==> src/perf_monitor_counter_unit_core_macros.svh <==
// Assertion macros shared by the performance monitor RTL.
// No dependencies; defining ASSERT_OFF compiles every check away.
`ifndef PERF_MONITOR_COUNTER_UNIT_CORE_MACROS_SVH
`define PERF_MONITOR_COUNTER_UNIT_CORE_MACROS_SVH
`ifndef ASSERT_OFF
// Same-cycle implication, off while reset is low
`define PMCU_ASSERT_IMP(lbl, clk, rst_n, ante, cons, msg) \
    lbl: assert property (@(posedge clk) disable iff (!rst_n) (ante) |-> (cons)) else $error(msg);
// Next-cycle implication, off while reset is low
`define PMCU_ASSERT_NEXT(lbl, clk, rst_n, ante, cons, msg) \
    lbl: assert property (@(posedge clk) disable iff (!rst_n) (ante) |=> (cons)) else $error(msg);
`else
`define PMCU_ASSERT_IMP(lbl, clk, rst_n, ante, cons, msg)
`define PMCU_ASSERT_NEXT(lbl, clk, rst_n, ante, cons, msg)
`endif
`endif

==> src/pmcu_pkg.sv <==
// Shared types, constants and helpers of the performance monitor unit.
// No dependencies; every RTL module imports this package.
package pmcu_pkg;

    localparam int NUM_EVENT_COUNTERS = 4;
    localparam int EVENTS_PER_TICK    = 2;
    // The request carries two event code slots
    localparam int NUM_CODES = (EVENTS_PER_TICK < 2) ? EVENTS_PER_TICK : 2;
    localparam int ADD_W     = $clog2(NUM_CODES + 1);
    localparam int SEL_W     = (NUM_EVENT_COUNTERS > 1) ? $clog2(NUM_EVENT_COUNTERS) : 1;
    localparam int MASK_W    = NUM_EVENT_COUNTERS + 1;
    localparam int CYC_LANE  = NUM_EVENT_COUNTERS;
    localparam int CYC_BIT   = 31;

    localparam logic [7:0] NO_EVENT = 8'hFF;

    // Control register bit positions
    localparam int CTRL_ENABLE_BIT   = 0;
    localparam int CTRL_EVRESET_BIT  = 1;
    localparam int CTRL_CYCRESET_BIT = 2;
    localparam int CTRL_DIV64_BIT    = 3;

    // Request function codes
    localparam logic [1:0] FUNC_TICK  = 2'd0;
    localparam logic [1:0] FUNC_READ  = 2'd1;
    localparam logic [1:0] FUNC_WRITE = 2'd2;

    // Register indexes
    localparam logic [3:0] REG_CTRL   = 4'd0;
    localparam logic [3:0] REG_ENSET  = 4'd1;
    localparam logic [3:0] REG_ENCLR  = 4'd2;
    localparam logic [3:0] REG_OVF    = 4'd3;
    localparam logic [3:0] REG_SEL    = 4'd4;
    localparam logic [3:0] REG_EVTYPE = 4'd5;
    localparam logic [3:0] REG_CYC    = 4'd6;
    localparam logic [3:0] REG_EVCNT  = 4'd7;
    localparam logic [3:0] REG_INTSET = 4'd8;
    localparam logic [3:0] REG_INTCLR = 4'd9;

    typedef struct packed {
        logic [1:0]  func;
        logic [3:0]  reg_index;
        logic [31:0] write_data;
        logic [7:0]  event_a;
        logic [7:0]  event_b;
    } t_req;

    typedef struct packed {
        logic [31:0] read_data;
        logic        irq;
    } t_rsp;

    typedef struct packed {
        logic tick;
        logic clear;
        logic wr_type;
        logic wr_count;
    } t_lane_ctl;

    typedef struct packed {
        logic [7:0]  ev_type;
        logic [31:0] count;
        logic        ovf;
    } t_lane_stat;

    typedef struct packed {
        logic tick;
        logic div;
        logic clear;
        logic wr;
    } t_cyc_ctl;

    // Map a 32-bit register word onto the implemented counter mask bits
    function automatic logic [MASK_W-1:0] mask_from_word(input logic [31:0] w);
        return {w[CYC_BIT], w[NUM_EVENT_COUNTERS-1:0]};
    endfunction

    // Spread the implemented counter mask bits over a register word
    function automatic logic [31:0] word_from_mask(input logic [MASK_W-1:0] m);
        logic [31:0] w;
        w = '0;
        w[NUM_EVENT_COUNTERS-1:0] = m[NUM_EVENT_COUNTERS-1:0];
        w[CYC_BIT] = m[CYC_LANE];
        return w;
    endfunction

endpackage

==> src/pmcu_lane.sv <==
// One event counter lane: event type, 32-bit count, match and overflow.
// Depends on pmcu_pkg.
module pmcu_lane
    import pmcu_pkg::*;
(
    input  logic            i_clk,
    input  logic            i_rst_n,
    input  t_lane_ctl       i_ctl,
    input  logic [1:0][7:0] i_codes,
    input  logic [31:0]     i_wdata,
    output t_lane_stat      o_stat
);

    logic [7:0]       r_type;
    logic [31:0]      r_count;
    logic [ADD_W-1:0] w_add;
    logic [32:0]      w_sum;

    // Count matching event codes and form the new count with carry
    always_comb begin
        w_add = '0;
        for (int k = 0; k < NUM_CODES; k++) begin
            if (i_codes[k] != NO_EVENT && i_codes[k] == r_type) begin
                w_add = w_add + ADD_W'(1);
            end
        end
        w_sum = {1'b0, r_count} + {{(33 - ADD_W){1'b0}}, w_add};
    end

    // Update type and count
    always_ff @(posedge i_clk) begin
        if (!i_rst_n) begin
            r_type  <= '0;
            r_count <= '0;
        end else begin
            if (i_ctl.wr_type) begin
                r_type <= i_wdata[7:0];
            end
            if (i_ctl.clear) begin
                r_count <= '0;
            end else if (i_ctl.wr_count) begin
                r_count <= i_wdata;
            end else if (i_ctl.tick) begin
                r_count <= w_sum[31:0];
            end
        end
    end

    assign o_stat.ev_type = r_type;
    assign o_stat.count   = r_count;
    assign o_stat.ovf     = i_ctl.tick & w_sum[32];

endmodule

==> src/pmcu_cycle.sv <==
// Cycle counter with its divide-by-64 prescaler and overflow detect.
// Depends on pmcu_pkg.
module pmcu_cycle
    import pmcu_pkg::*;
(
    input  logic        i_clk,
    input  logic        i_rst_n,
    input  t_cyc_ctl    i_ctl,
    input  logic [31:0] i_wdata,
    output logic [31:0] o_count,
    output logic        o_ovf
);

    logic [31:0] r_count;
    logic [5:0]  r_pre;
    logic [5:0]  n_pre;
    logic        w_inc;

    // Advance the prescaler; count on its wrap when dividing
    always_comb begin
        n_pre = r_pre + 6'd1;
        w_inc = !i_ctl.div || (n_pre == 6'd0);
    end

    always_ff @(posedge i_clk) begin
        if (!i_rst_n) begin
            r_count <= '0;
            r_pre   <= '0;
        end else if (i_ctl.clear) begin
            r_count <= '0;
            r_pre   <= '0;
        end else if (i_ctl.wr) begin
            r_count <= i_wdata;
        end else if (i_ctl.tick) begin
            if (i_ctl.div) begin
                r_pre <= n_pre;
            end
            if (w_inc) begin
                r_count <= r_count + 32'd1;
            end
        end
    end

    assign o_count = r_count;
    assign o_ovf   = i_ctl.tick & w_inc & (&r_count);

endmodule

==> src/perf_monitor_counter_unit_core.sv <==
// Performance monitor top level: register file, event counter lanes,
// cycle counter, overflow merge and output buffer. Depends on pmcu_pkg,
// pmcu_lane, pmcu_cycle and perf_monitor_counter_unit_core_macros.svh.
// Response: registered in the output register, or in the skid stage while i_stall holds the output.
// Throughput: one request per clock while o_stall is low; enabled lanes update in the accept cycle.
// Reset (i_rst_n low, synchronous) clears all counters, masks and buffer valid flags.
`include "perf_monitor_counter_unit_core_macros.svh"
module perf_monitor_counter_unit_core
    import pmcu_pkg::*;
(
    input  logic i_clk,
    input  logic i_rst_n,
    input  logic i_valid,
    output logic o_stall,
    input  t_req i_data,
    output logic o_valid,
    input  logic i_stall,
    output t_rsp o_data
);

    t_req              w_req;
    logic              w_in_acc;
    logic              w_is_tick;
    logic              w_is_rd;
    logic              w_is_wr;
    logic              w_run;
    logic              w_sel_ok;
    logic [SEL_W-1:0]  w_sel_idx;
    logic [1:0][7:0]   w_codes;

    logic              r_enable;
    logic              r_div;
    logic [MASK_W-1:0] r_cnt_en;
    logic [MASK_W-1:0] r_ie;
    logic [MASK_W-1:0] r_ovf;
    logic [4:0]        r_sel;
    logic              n_enable;
    logic              n_div;
    logic [MASK_W-1:0] n_cnt_en;
    logic [MASK_W-1:0] n_ie;
    logic [MASK_W-1:0] n_ovf;
    logic [4:0]        n_sel;

    t_lane_ctl         w_lane_ctl  [NUM_EVENT_COUNTERS];
    t_lane_stat        w_lane_stat [NUM_EVENT_COUNTERS];
    t_cyc_ctl          w_cyc_ctl;
    logic [31:0]       w_cyc_count;
    logic              w_cyc_ovf;
    logic [MASK_W-1:0] w_ovf_set;
    logic [MASK_W-1:0] w_wmask;
    logic [31:0]       w_rd_mux;
    t_rsp              w_rsp;

    logic              r_out_valid;
    logic              r_skid_valid;
    t_rsp              r_out;
    t_rsp              r_skid;

    // Decode the request
    assign w_req     = i_data;
    assign o_stall   = r_skid_valid | !i_rst_n;
    assign w_in_acc  = i_valid & !o_stall;
    assign w_is_tick = w_in_acc && (w_req.func == FUNC_TICK);
    assign w_is_rd   = w_in_acc && (w_req.func == FUNC_READ);
    assign w_is_wr   = w_in_acc && (w_req.func == FUNC_WRITE);
    assign w_run     = w_is_tick & r_enable;
    assign w_sel_ok  = r_sel < 5'(NUM_EVENT_COUNTERS);
    assign w_sel_idx = r_sel[SEL_W-1:0];
    assign w_codes   = {w_req.event_b, w_req.event_a};
    assign w_wmask   = mask_from_word(w_req.write_data);

    // Event counter lanes
    for (genvar g = 0; g < NUM_EVENT_COUNTERS; g++) begin : g_lane
        always_comb begin
            w_lane_ctl[g].tick     = w_run & r_cnt_en[g];
            w_lane_ctl[g].clear    = w_is_wr && (w_req.reg_index == REG_CTRL)
                                     && w_req.write_data[CTRL_EVRESET_BIT];
            w_lane_ctl[g].wr_type  = w_is_wr && (w_req.reg_index == REG_EVTYPE)
                                     && w_sel_ok && (w_sel_idx == SEL_W'(g));
            w_lane_ctl[g].wr_count = w_is_wr && (w_req.reg_index == REG_EVCNT)
                                     && w_sel_ok && (w_sel_idx == SEL_W'(g));
        end

        pmcu_lane u_lane (
            .i_clk   (i_clk),
            .i_rst_n (i_rst_n),
            .i_ctl   (w_lane_ctl[g]),
            .i_codes (w_codes),
            .i_wdata (w_req.write_data),
            .o_stat  (w_lane_stat[g])
        );

        assign w_ovf_set[g] = w_lane_stat[g].ovf;
    end

    // Cycle counter
    always_comb begin
        w_cyc_ctl.tick  = w_run & r_cnt_en[CYC_LANE];
        w_cyc_ctl.div   = r_div;
        w_cyc_ctl.clear = w_is_wr && (w_req.reg_index == REG_CTRL)
                          && w_req.write_data[CTRL_CYCRESET_BIT];
        w_cyc_ctl.wr    = w_is_wr && (w_req.reg_index == REG_CYC);
    end

    pmcu_cycle u_cycle (
        .i_clk   (i_clk),
        .i_rst_n (i_rst_n),
        .i_ctl   (w_cyc_ctl),
        .i_wdata (w_req.write_data),
        .o_count (w_cyc_count),
        .o_ovf   (w_cyc_ovf)
    );

    assign w_ovf_set[CYC_LANE] = w_cyc_ovf;

    // Merge lane overflows and apply register writes
    always_comb begin
        n_enable = r_enable;
        n_div    = r_div;
        n_cnt_en = r_cnt_en;
        n_ie     = r_ie;
        n_ovf    = r_ovf | w_ovf_set;
        n_sel    = r_sel;
        if (w_is_wr) begin
            unique case (w_req.reg_index)
                REG_CTRL: begin
                    n_enable = w_req.write_data[CTRL_ENABLE_BIT];
                    n_div    = w_req.write_data[CTRL_DIV64_BIT];
                end
                REG_ENSET:  n_cnt_en = r_cnt_en | w_wmask;
                REG_ENCLR:  n_cnt_en = r_cnt_en & ~w_wmask;
                REG_OVF:    n_ovf    = r_ovf & ~w_wmask;
                REG_SEL:    n_sel    = w_req.write_data[4:0];
                REG_INTSET: n_ie     = r_ie | w_wmask;
                REG_INTCLR: n_ie     = r_ie & ~w_wmask;
                default: ;
            endcase
        end
    end

    // Select read data from the state before the request
    always_comb begin
        unique case (w_req.reg_index)
            REG_CTRL: begin
                w_rd_mux = '0;
                w_rd_mux[CTRL_ENABLE_BIT] = r_enable;
                w_rd_mux[CTRL_DIV64_BIT]  = r_div;
            end
            REG_ENSET, REG_ENCLR:   w_rd_mux = word_from_mask(r_cnt_en);
            REG_OVF:                w_rd_mux = word_from_mask(r_ovf);
            REG_SEL:                w_rd_mux = {27'd0, r_sel};
            REG_EVTYPE:
                w_rd_mux = w_sel_ok ? {24'd0, w_lane_stat[w_sel_idx].ev_type} : 32'd0;
            REG_CYC:                w_rd_mux = w_cyc_count;
            REG_EVCNT:
                w_rd_mux = w_sel_ok ? w_lane_stat[w_sel_idx].count : 32'd0;
            REG_INTSET, REG_INTCLR: w_rd_mux = word_from_mask(r_ie);
            default:                w_rd_mux = '0;
        endcase
        w_rsp.read_data = w_is_rd ? w_rd_mux : 32'd0;
        w_rsp.irq       = |(n_ovf & n_ie);
    end

    // Hold register state
    always_ff @(posedge i_clk) begin
        if (!i_rst_n) begin
            r_enable <= 1'b0;
            r_div    <= 1'b0;
            r_cnt_en <= '0;
            r_ie     <= '0;
            r_ovf    <= '0;
            r_sel    <= '0;
        end else begin
            r_enable <= n_enable;
            r_div    <= n_div;
            r_cnt_en <= n_cnt_en;
            r_ie     <= n_ie;
            r_ovf    <= n_ovf;
            r_sel    <= n_sel;
        end
    end

    // Output register with skid stage
    always_ff @(posedge i_clk) begin
        if (!i_rst_n) begin
            r_out_valid  <= 1'b0;
            r_skid_valid <= 1'b0;
        end else if (!r_out_valid || !i_stall) begin
            if (r_skid_valid) begin
                r_out_valid  <= 1'b1;
                r_skid_valid <= 1'b0;
            end else begin
                r_out_valid  <= w_in_acc;
            end
        end else if (w_in_acc) begin
            r_skid_valid <= 1'b1;
        end
    end

    always_ff @(posedge i_clk) begin
        if (!r_out_valid || !i_stall) begin
            r_out <= r_skid_valid ? r_skid : w_rsp;
        end else if (w_in_acc) begin
            r_skid <= w_rsp;
        end
    end

    assign o_valid = r_out_valid;
    assign o_data  = r_out;

    `PMCU_ASSERT_IMP(a_skid_needs_out, i_clk, i_rst_n, r_skid_valid, r_out_valid, "skid full with output empty")
    `PMCU_ASSERT_NEXT(a_ovf_hold, i_clk, i_rst_n, i_rst_n && !w_in_acc, $stable(r_ovf), "overflow flags moved without a request")
    `PMCU_ASSERT_NEXT(a_irq_fresh, i_clk, i_rst_n, w_in_acc && (!r_out_valid || !i_stall), r_out.irq == (|(r_ovf & r_ie)), "interrupt out of step with flags")
    `PMCU_ASSERT_NEXT(a_read_quiet, i_clk, i_rst_n, w_is_rd, $stable(w_cyc_count) && $stable(r_cnt_en) && $stable(r_ovf), "register read changed state")

endmodule
==> config.mk <==
export PLATFORM = sky130hd
export DESIGN_NAME = perf_monitor_counter_unit_core
export DESIGN_NICKNAME = d
export VERILOG_FILES = /design/src/pmcu_pkg.sv /design/src/pmcu_lane.sv /design/src/pmcu_cycle.sv /design/src/perf_monitor_counter_unit_core.sv
export VERILOG_INCLUDE_DIRS = /design/src /design/src/src
export SDC_FILE = /design/constraint.sdc
export NUM_CORES = 1
export LEC_CHECK = 0
export ABC_CLOCK_PERIOD_IN_PS = 4500
export BUFFER_PORTS_ARGS = -buffer_cell sky130_fd_sc_hd__buf_2
export CAP_MARGIN = 10
export CORE_ASPECT_RATIO = 1.2
export CORE_UTILIZATION = 62
export DETAILED_ROUTE_END_ITERATION = 8
export PLACE_DENSITY = 0.81
export SETUP_SLACK_MARGIN = 0.02
export SLEW_MARGIN = 20
export SYNTH_ARGS = -nofsm -noshare
export SYNTH_HDL_FRONTEND = slang
export SYNTH_HIERARCHICAL = 1
export SYNTH_SLANG_ARGS = --single-unit
==> constraint.sdc <==
create_clock -name i_clk -period 4.5 [get_ports i_clk]
set_input_delay 0.45 -clock i_clk [delete_from_list [all_inputs] [get_ports i_clk]]
set_output_delay 0.45 -clock i_clk [all_outputs]
set_load 0.01 [all_outputs]
## Word-level counts from Yosys, hierarchy flattened

Index checks and enable logic that the tools add are counted.

| word-level totals | value |
|---|---|
| output and inout port bits | 35 |
| logic and storage cells | 175 |
| bits in registers | 288 |

| cells by class | value |
|---|---|
| $add $sub $neg | 10 |
| multiplexer cells | 33 |
| $lt $le $gt $ge | 2 |
| reductions and logical operators | 58 |
| equal/unequal tests | 24 |
| bitwise gates (word level) | 26 |

Operators with widths:

| kind | count |
|---|---|
| 2-to-1 mux 32 bit | 13 |
| case mux 32 bit (8 select lines) | 1 |
| adder 32 x 2 -> 33 bit | 4 |
| binary-select mux 41 bit (select 2 bit) | 1 |
| 2-to-1 mux 41 bit | 2 |
| == test 8 bit | 8 |
| 2-to-1 mux 33 bit | 1 |
| adder 32 x 1 -> 32 bit, second input constant | 1 |
| AND reduction 32 bit | 1 |
| logical AND 1 bit | 27 |
| bitwise AND 5 bit | 4 |
| case mux 5 bit (2 select lines) | 2 |
| == test 4 x 3 -> 1 bit, second input constant | 4 |
| != test 8 bit, second input constant | 2 |
| 2-to-1 mux 5 bit | 3 |
| bitwise OR 5 bit | 3 |
| nonzero test 2 bit | 7 |
| bitwise AND 1 bit | 13 |
| AND reduction 2 bit | 5 |
| OR reduction 2 bit | 5 |
| adder 1 x 1 -> 2 bit, second input constant | 4 |
| == test 4 x 2 -> 1 bit, second input constant | 2 |
| == test 4 bit, second input constant | 2 |
| 2-to-1 mux 2 bit | 4 |
| 19 further kinds | 34 |

## Longest topological paths before layout

| depth | value |
|---|---|
| word-level depth | 15 |
| mapped depth | 15 |
| depth with buffers taken out | 14 |

## Modules after synthesis

The synthesis kept the hierarchy.

By module, submodules not included:

| module | times used | area each (µm²) | cells each |
|---|---|---|---|
| pmcu_lane | 4 | 2431.1 | 288 |
| perf_monitor_counter_unit_core | 1 | 5247.5 | 440 |
| pmcu_cycle | 1 | 2327.2 | 288 |

## Worst setup path after synthesis

Ideal clock, no wire load.

| timing path | value |
|---|---|
| path type | input to register |
| from | input port i_data[15] (netlist bit) |
| to | register r_out, in the netlist o_data[0], data pin |
| setup time | 268 ps |
| data arrival time | 3323 ps |
| cell stages on the path | 15 |
| path buffers | 1 |
| setup slack | 909 ps |
| required time | 4232 ps |
| path through | xor2_1 nor4_1 nand4_1 a21oi_1 ha_1 ha_1 inv_1 fa_1 nand2b_1 clkbuf_1 nor3_2 and3_1 a22o_1 a222oi_1 a2bb2oi_1 |

RTL lines:

| element | line | text |
|---|---|---|
| from (decl) | perf_monitor_counter_unit_core.sv:15 | `input t_req i_data,` |
| to (signal assigned) | perf_monitor_counter_unit_core.sv:202 | `r_out <= r_skid_valid ? r_skid : w_rsp;` |
| to (decl) | perf_monitor_counter_unit_core.sv:56 | `t_rsp r_out;` |

==> key figures <==
Outcome
  – Status: finished clean

Timing
  – Final hold vios: 0
  – Final Worst Setup Slack: slightly above 0.7 ns
  – Fin crit period: 3.79 ns
  – Worst slew pin tran: 1.12 ns
  – RSZ-0062 raised after global routing: no
  – Max-slew headroom: 25.2%
  – Max Clock Freq: 264 MHz
  – Max-slew violations: 0
  – Fin Setup TNS: 0 ns
  – # setup viols final: 0
  – Tcrit/Tclk final: between 80% and 90%
  – Clk_skew: 0.0154 ns
  – Hold slack final: 0.201 ns

Synthesis
  – Ys flop type: dfxtp_1
  – Synth cell types: 69
  – Synthesized area: 17,300 µm²
  – Seq/Total Area, Yosys: 37.1%
  – Post-synth EDFFs: 66
  – Synth Register Bits: 288
  – Cell taking the most area after synthesis: dfxtp_1
  – Top post-synthesis cells by area: dfxtp_1 (26%), edfxtp_1 (11%), xnor2_1 (5.6%)
  – Synthesized net count: approximately 2,000
  – Yosys warning count: 6
  – Post-synth ARST share: 0%
  – Gate Count Post-Synth: 1,880
  – Syn Area/Cell: between 9 and 10 µm²
  – Share of the synthesized area in the top cell type: 25.7%

Die
  – Die Y: roughly 180 µm
  – I/O pin cnt: 93
  – Full die area: ~29,000 µm²
  – Initial Utilization: 63.5%
  – Row cnt: 66
  – Core footprint: 27,300 µm²
  – DIE WIDTH: 154 µm

Setup path
  – Crit path launch: g_lane[0].u_lane/r_type[7]
  – Max FO, Critical Path: 6
  – Reg2reg start: g_lane[0].u_lane/r_type[7]
  – Critical path endpoint: r_skid[0]
  – Crit path kind: flip-flop to flip-flop
  – Worst Path Arrival: 4.08 ns
  – Req. time, crit path: about 4.8 ns
  – Startpoint types: flip-flop
  – Reg2reg path depth: 14
  – Reg-to-Reg End: r_skid[0]
  – Worst reg2reg setup slack: 0.71 ns
  – CP Capture Type: flip-flop

Clock network
  – CTS buffer count: 30
  – Htree depth: 1
  – Worst skew pair latency: roughly 0.56 ns
  – Post-CTS Setup Inserts: 0
  – CTS tree: built
  – CTS hold repair buffers: 0
  – Clock Tree Buf Depth: 3
  – Clock sink total: 288
  – Clock transition at path regs: 0.06 ns
  – Post-CTS sizing: 0
  – Root buffer cell: clkbuf_16

Routing
  – Post-DRT Antenna Nets: 0
  – DR vias: 15,400
  – DRT Pass-1 Iters: 5
  – DRT iter0 DRCs: 1,508
  – Total Wirelength: 52,900 µm
  – Drt via density: 6.77
  – DRC viols: 0
  – WL per Instance: about 23 µm

Placed design
  – DP Area: between 15,000 and 20,000 µm²
  – I/O Buffers: 92
  – Post-place setup slack: 0.622 ns
  – Gpl congestion: around 1.0
  – DP Wirelength: 38,500 µm

GRT
  – Global Route Usage Sum: a little under two fifths
  – Largest net degree at the start of global routing: 52
  – First-pass GRT wire length: 81,500 µm
  – Vias in the first global route: 14,400
  – GRT overflow: 0
  – Initial antenna violation count: 1

Cells and area
  – P&R area growth vs syn: 9.20%
  – Post-route cell area: 18,900 µm²
  – Fillers: 2,199
  – Register area: 6430 µm²
  – Layout cells sized above 1: 14.4%
  – Final nets: 1,988
  – Area of the multi-input gates: 10,100 µm²
  – # diodes: 0

Worst hold path
  – HP Class: input port to flip-flop

Job
  – Max-capacitance violation count: 0

Power
  – Pwr dens: 295 nW/µm²
  – Tot Pwr: approximately 5.6 mW
  – Leakage power: 6.57 nW
  – Worst VDD drop: 0.251 mV
==> metal layers <==
metal / share of wire (%) / global-route usage (%) / wire [µm] / vias to the layer above
met5: 0 / 0 / 0 / -
met4: 3.8 / 13.8 / 2000 / 0
met3: 9.8 / 5.52 / 5210 / 142
met2: 46 / 60.3 / 24200 / 845
met1: 41 / 50.1 / 21500 / 7428
li1: - / - / - / 7004
==> state kept, by name (all words and copies together) (netlist names), named ones only <==
name,cells
r_ovf,5
g_lane.u_lane/r_type,32
g_lane.u_lane/r_count,128
o_data,33
u_cycle/o_count,32
r_ie,5
r_enable,1
o_valid,1
r_sel,5
r_div,1
r_skid_valid,1
u_cycle/r_pre,6
r_skid,33
==> power by group <==
group          internal, mW  switching [mW]
combinational        0.0880           0.207
clock                  1.51            1.08
sequential             2.67          0.0182
==> synthesized netlist by cell type, drive strengths merged, types with 7 or more instances <==
master	number
a211oi	16
o22ai	32
a22oi	29
inv	45
nand2b	15
nand4	83
nor2	119
nand3	74
nor3	30
xnor2	110
nor4	46
ha	14
a31oi	16
mux4	40
and3	36
xor2	84
or4	11
nor3b	36
nor2b	45
and4bb	7
dfxtp	222
or3	8
clkbuf	90
a311oi	10
and4	17
edfxtp	66
a21oi	180
mux2i	58
a21o	32
and2	20
o21ai	112
nand2	100
buf	33
==> kinds of logic (layout without fill, tap and decap cells) <==
family | count (synthesis) | after routing | synth area share, %
compound gates | 448 | 448 | 15.3
mux | 101 | 101 | 8.78
fa+ha+maj | 18 | 18 | 1.48
simple gates | 662 | 662 | 23.2
buf+inv | 169 | 225 | 4.27
xor+xnor | 194 | 194 | 9.82
flops | 288 | 288 | 37.1
==> through the flow <==
step | util (%) | instances
after detailed placement | 65.6 | 2220
after CTS | 69.3 | 2276
after floorplan | - | 1880
after global placement | 65.6 | 2220
final | 69.3 | 2276
after global routing | 69.3 | 2276
==> critical path, cell delays in order (launching register included) <==
cell and delay, ns:
dfxtp_1 0.50, xor2_1 0.11, nor4_1 0.39, nand4_1 0.15, a21oi_1 0.16, ha_1 0.27, ha_1 0.22, inv_1 0.08
fa_1 0.40, nand2b_1 0.20, nor3_2 0.08, and3_1 0.19, a22o_1 0.22, a222oi_1 0.44, nand2b_1 0.12
==> layout by cell type, fill, tap and decap left out, types with 32 or more instances in the layout <==
| master | instances |
|---|---|
| a21o_1 | 32 |
| dfxtp_1 | 220 |
| o21ai_0 | 106 |
| nor2_1 | 118 |
| nor2b_1 | 44 |
| nand2_1 | 98 |
| a21oi_1 | 180 |
| edfxtp_1 | 66 |
| nor3b_1 | 35 |
| nand4_1 | 83 |
| xor2_1 | 84 |
| nand3_1 | 64 |
| inv_1 | 44 |
| o22ai_1 | 32 |
| mux4_2 | 40 |
| buf_2 | 92 |
| xnor2_1 | 110 |
| mux2i_1 | 58 |
==> final cells by class <==
class	count	share of cell area, %
Multi-Input combinational cell	1423	53.7
Sequential cell	288	34.0
Clock buffer	36	4.31
Timing Repair Buffer	123	3.67
Tap cell	340	2.25
Clock inverter	20	1.10
Inverter	46	0.914
==> how the worst min path moves through the flow <==
stage	start	to	slack (ns)	depth (start not counted)
6_report	i_valid	r_skid_valid	0.20	3
5_1_grt	i_data[24]	g_lane[2].u_lane/r_count[8]	0.22	3
4_1_cts	i_valid	r_skid_valid	0.19	3
3_5_place_dp	r_enable	r_enable	0.51	2
3_3_place_gp	r_enable	r_enable	0.49	2
2_1_floorplan	r_enable	r_enable	0.47	2
Power figures use the tool's default switching activity.
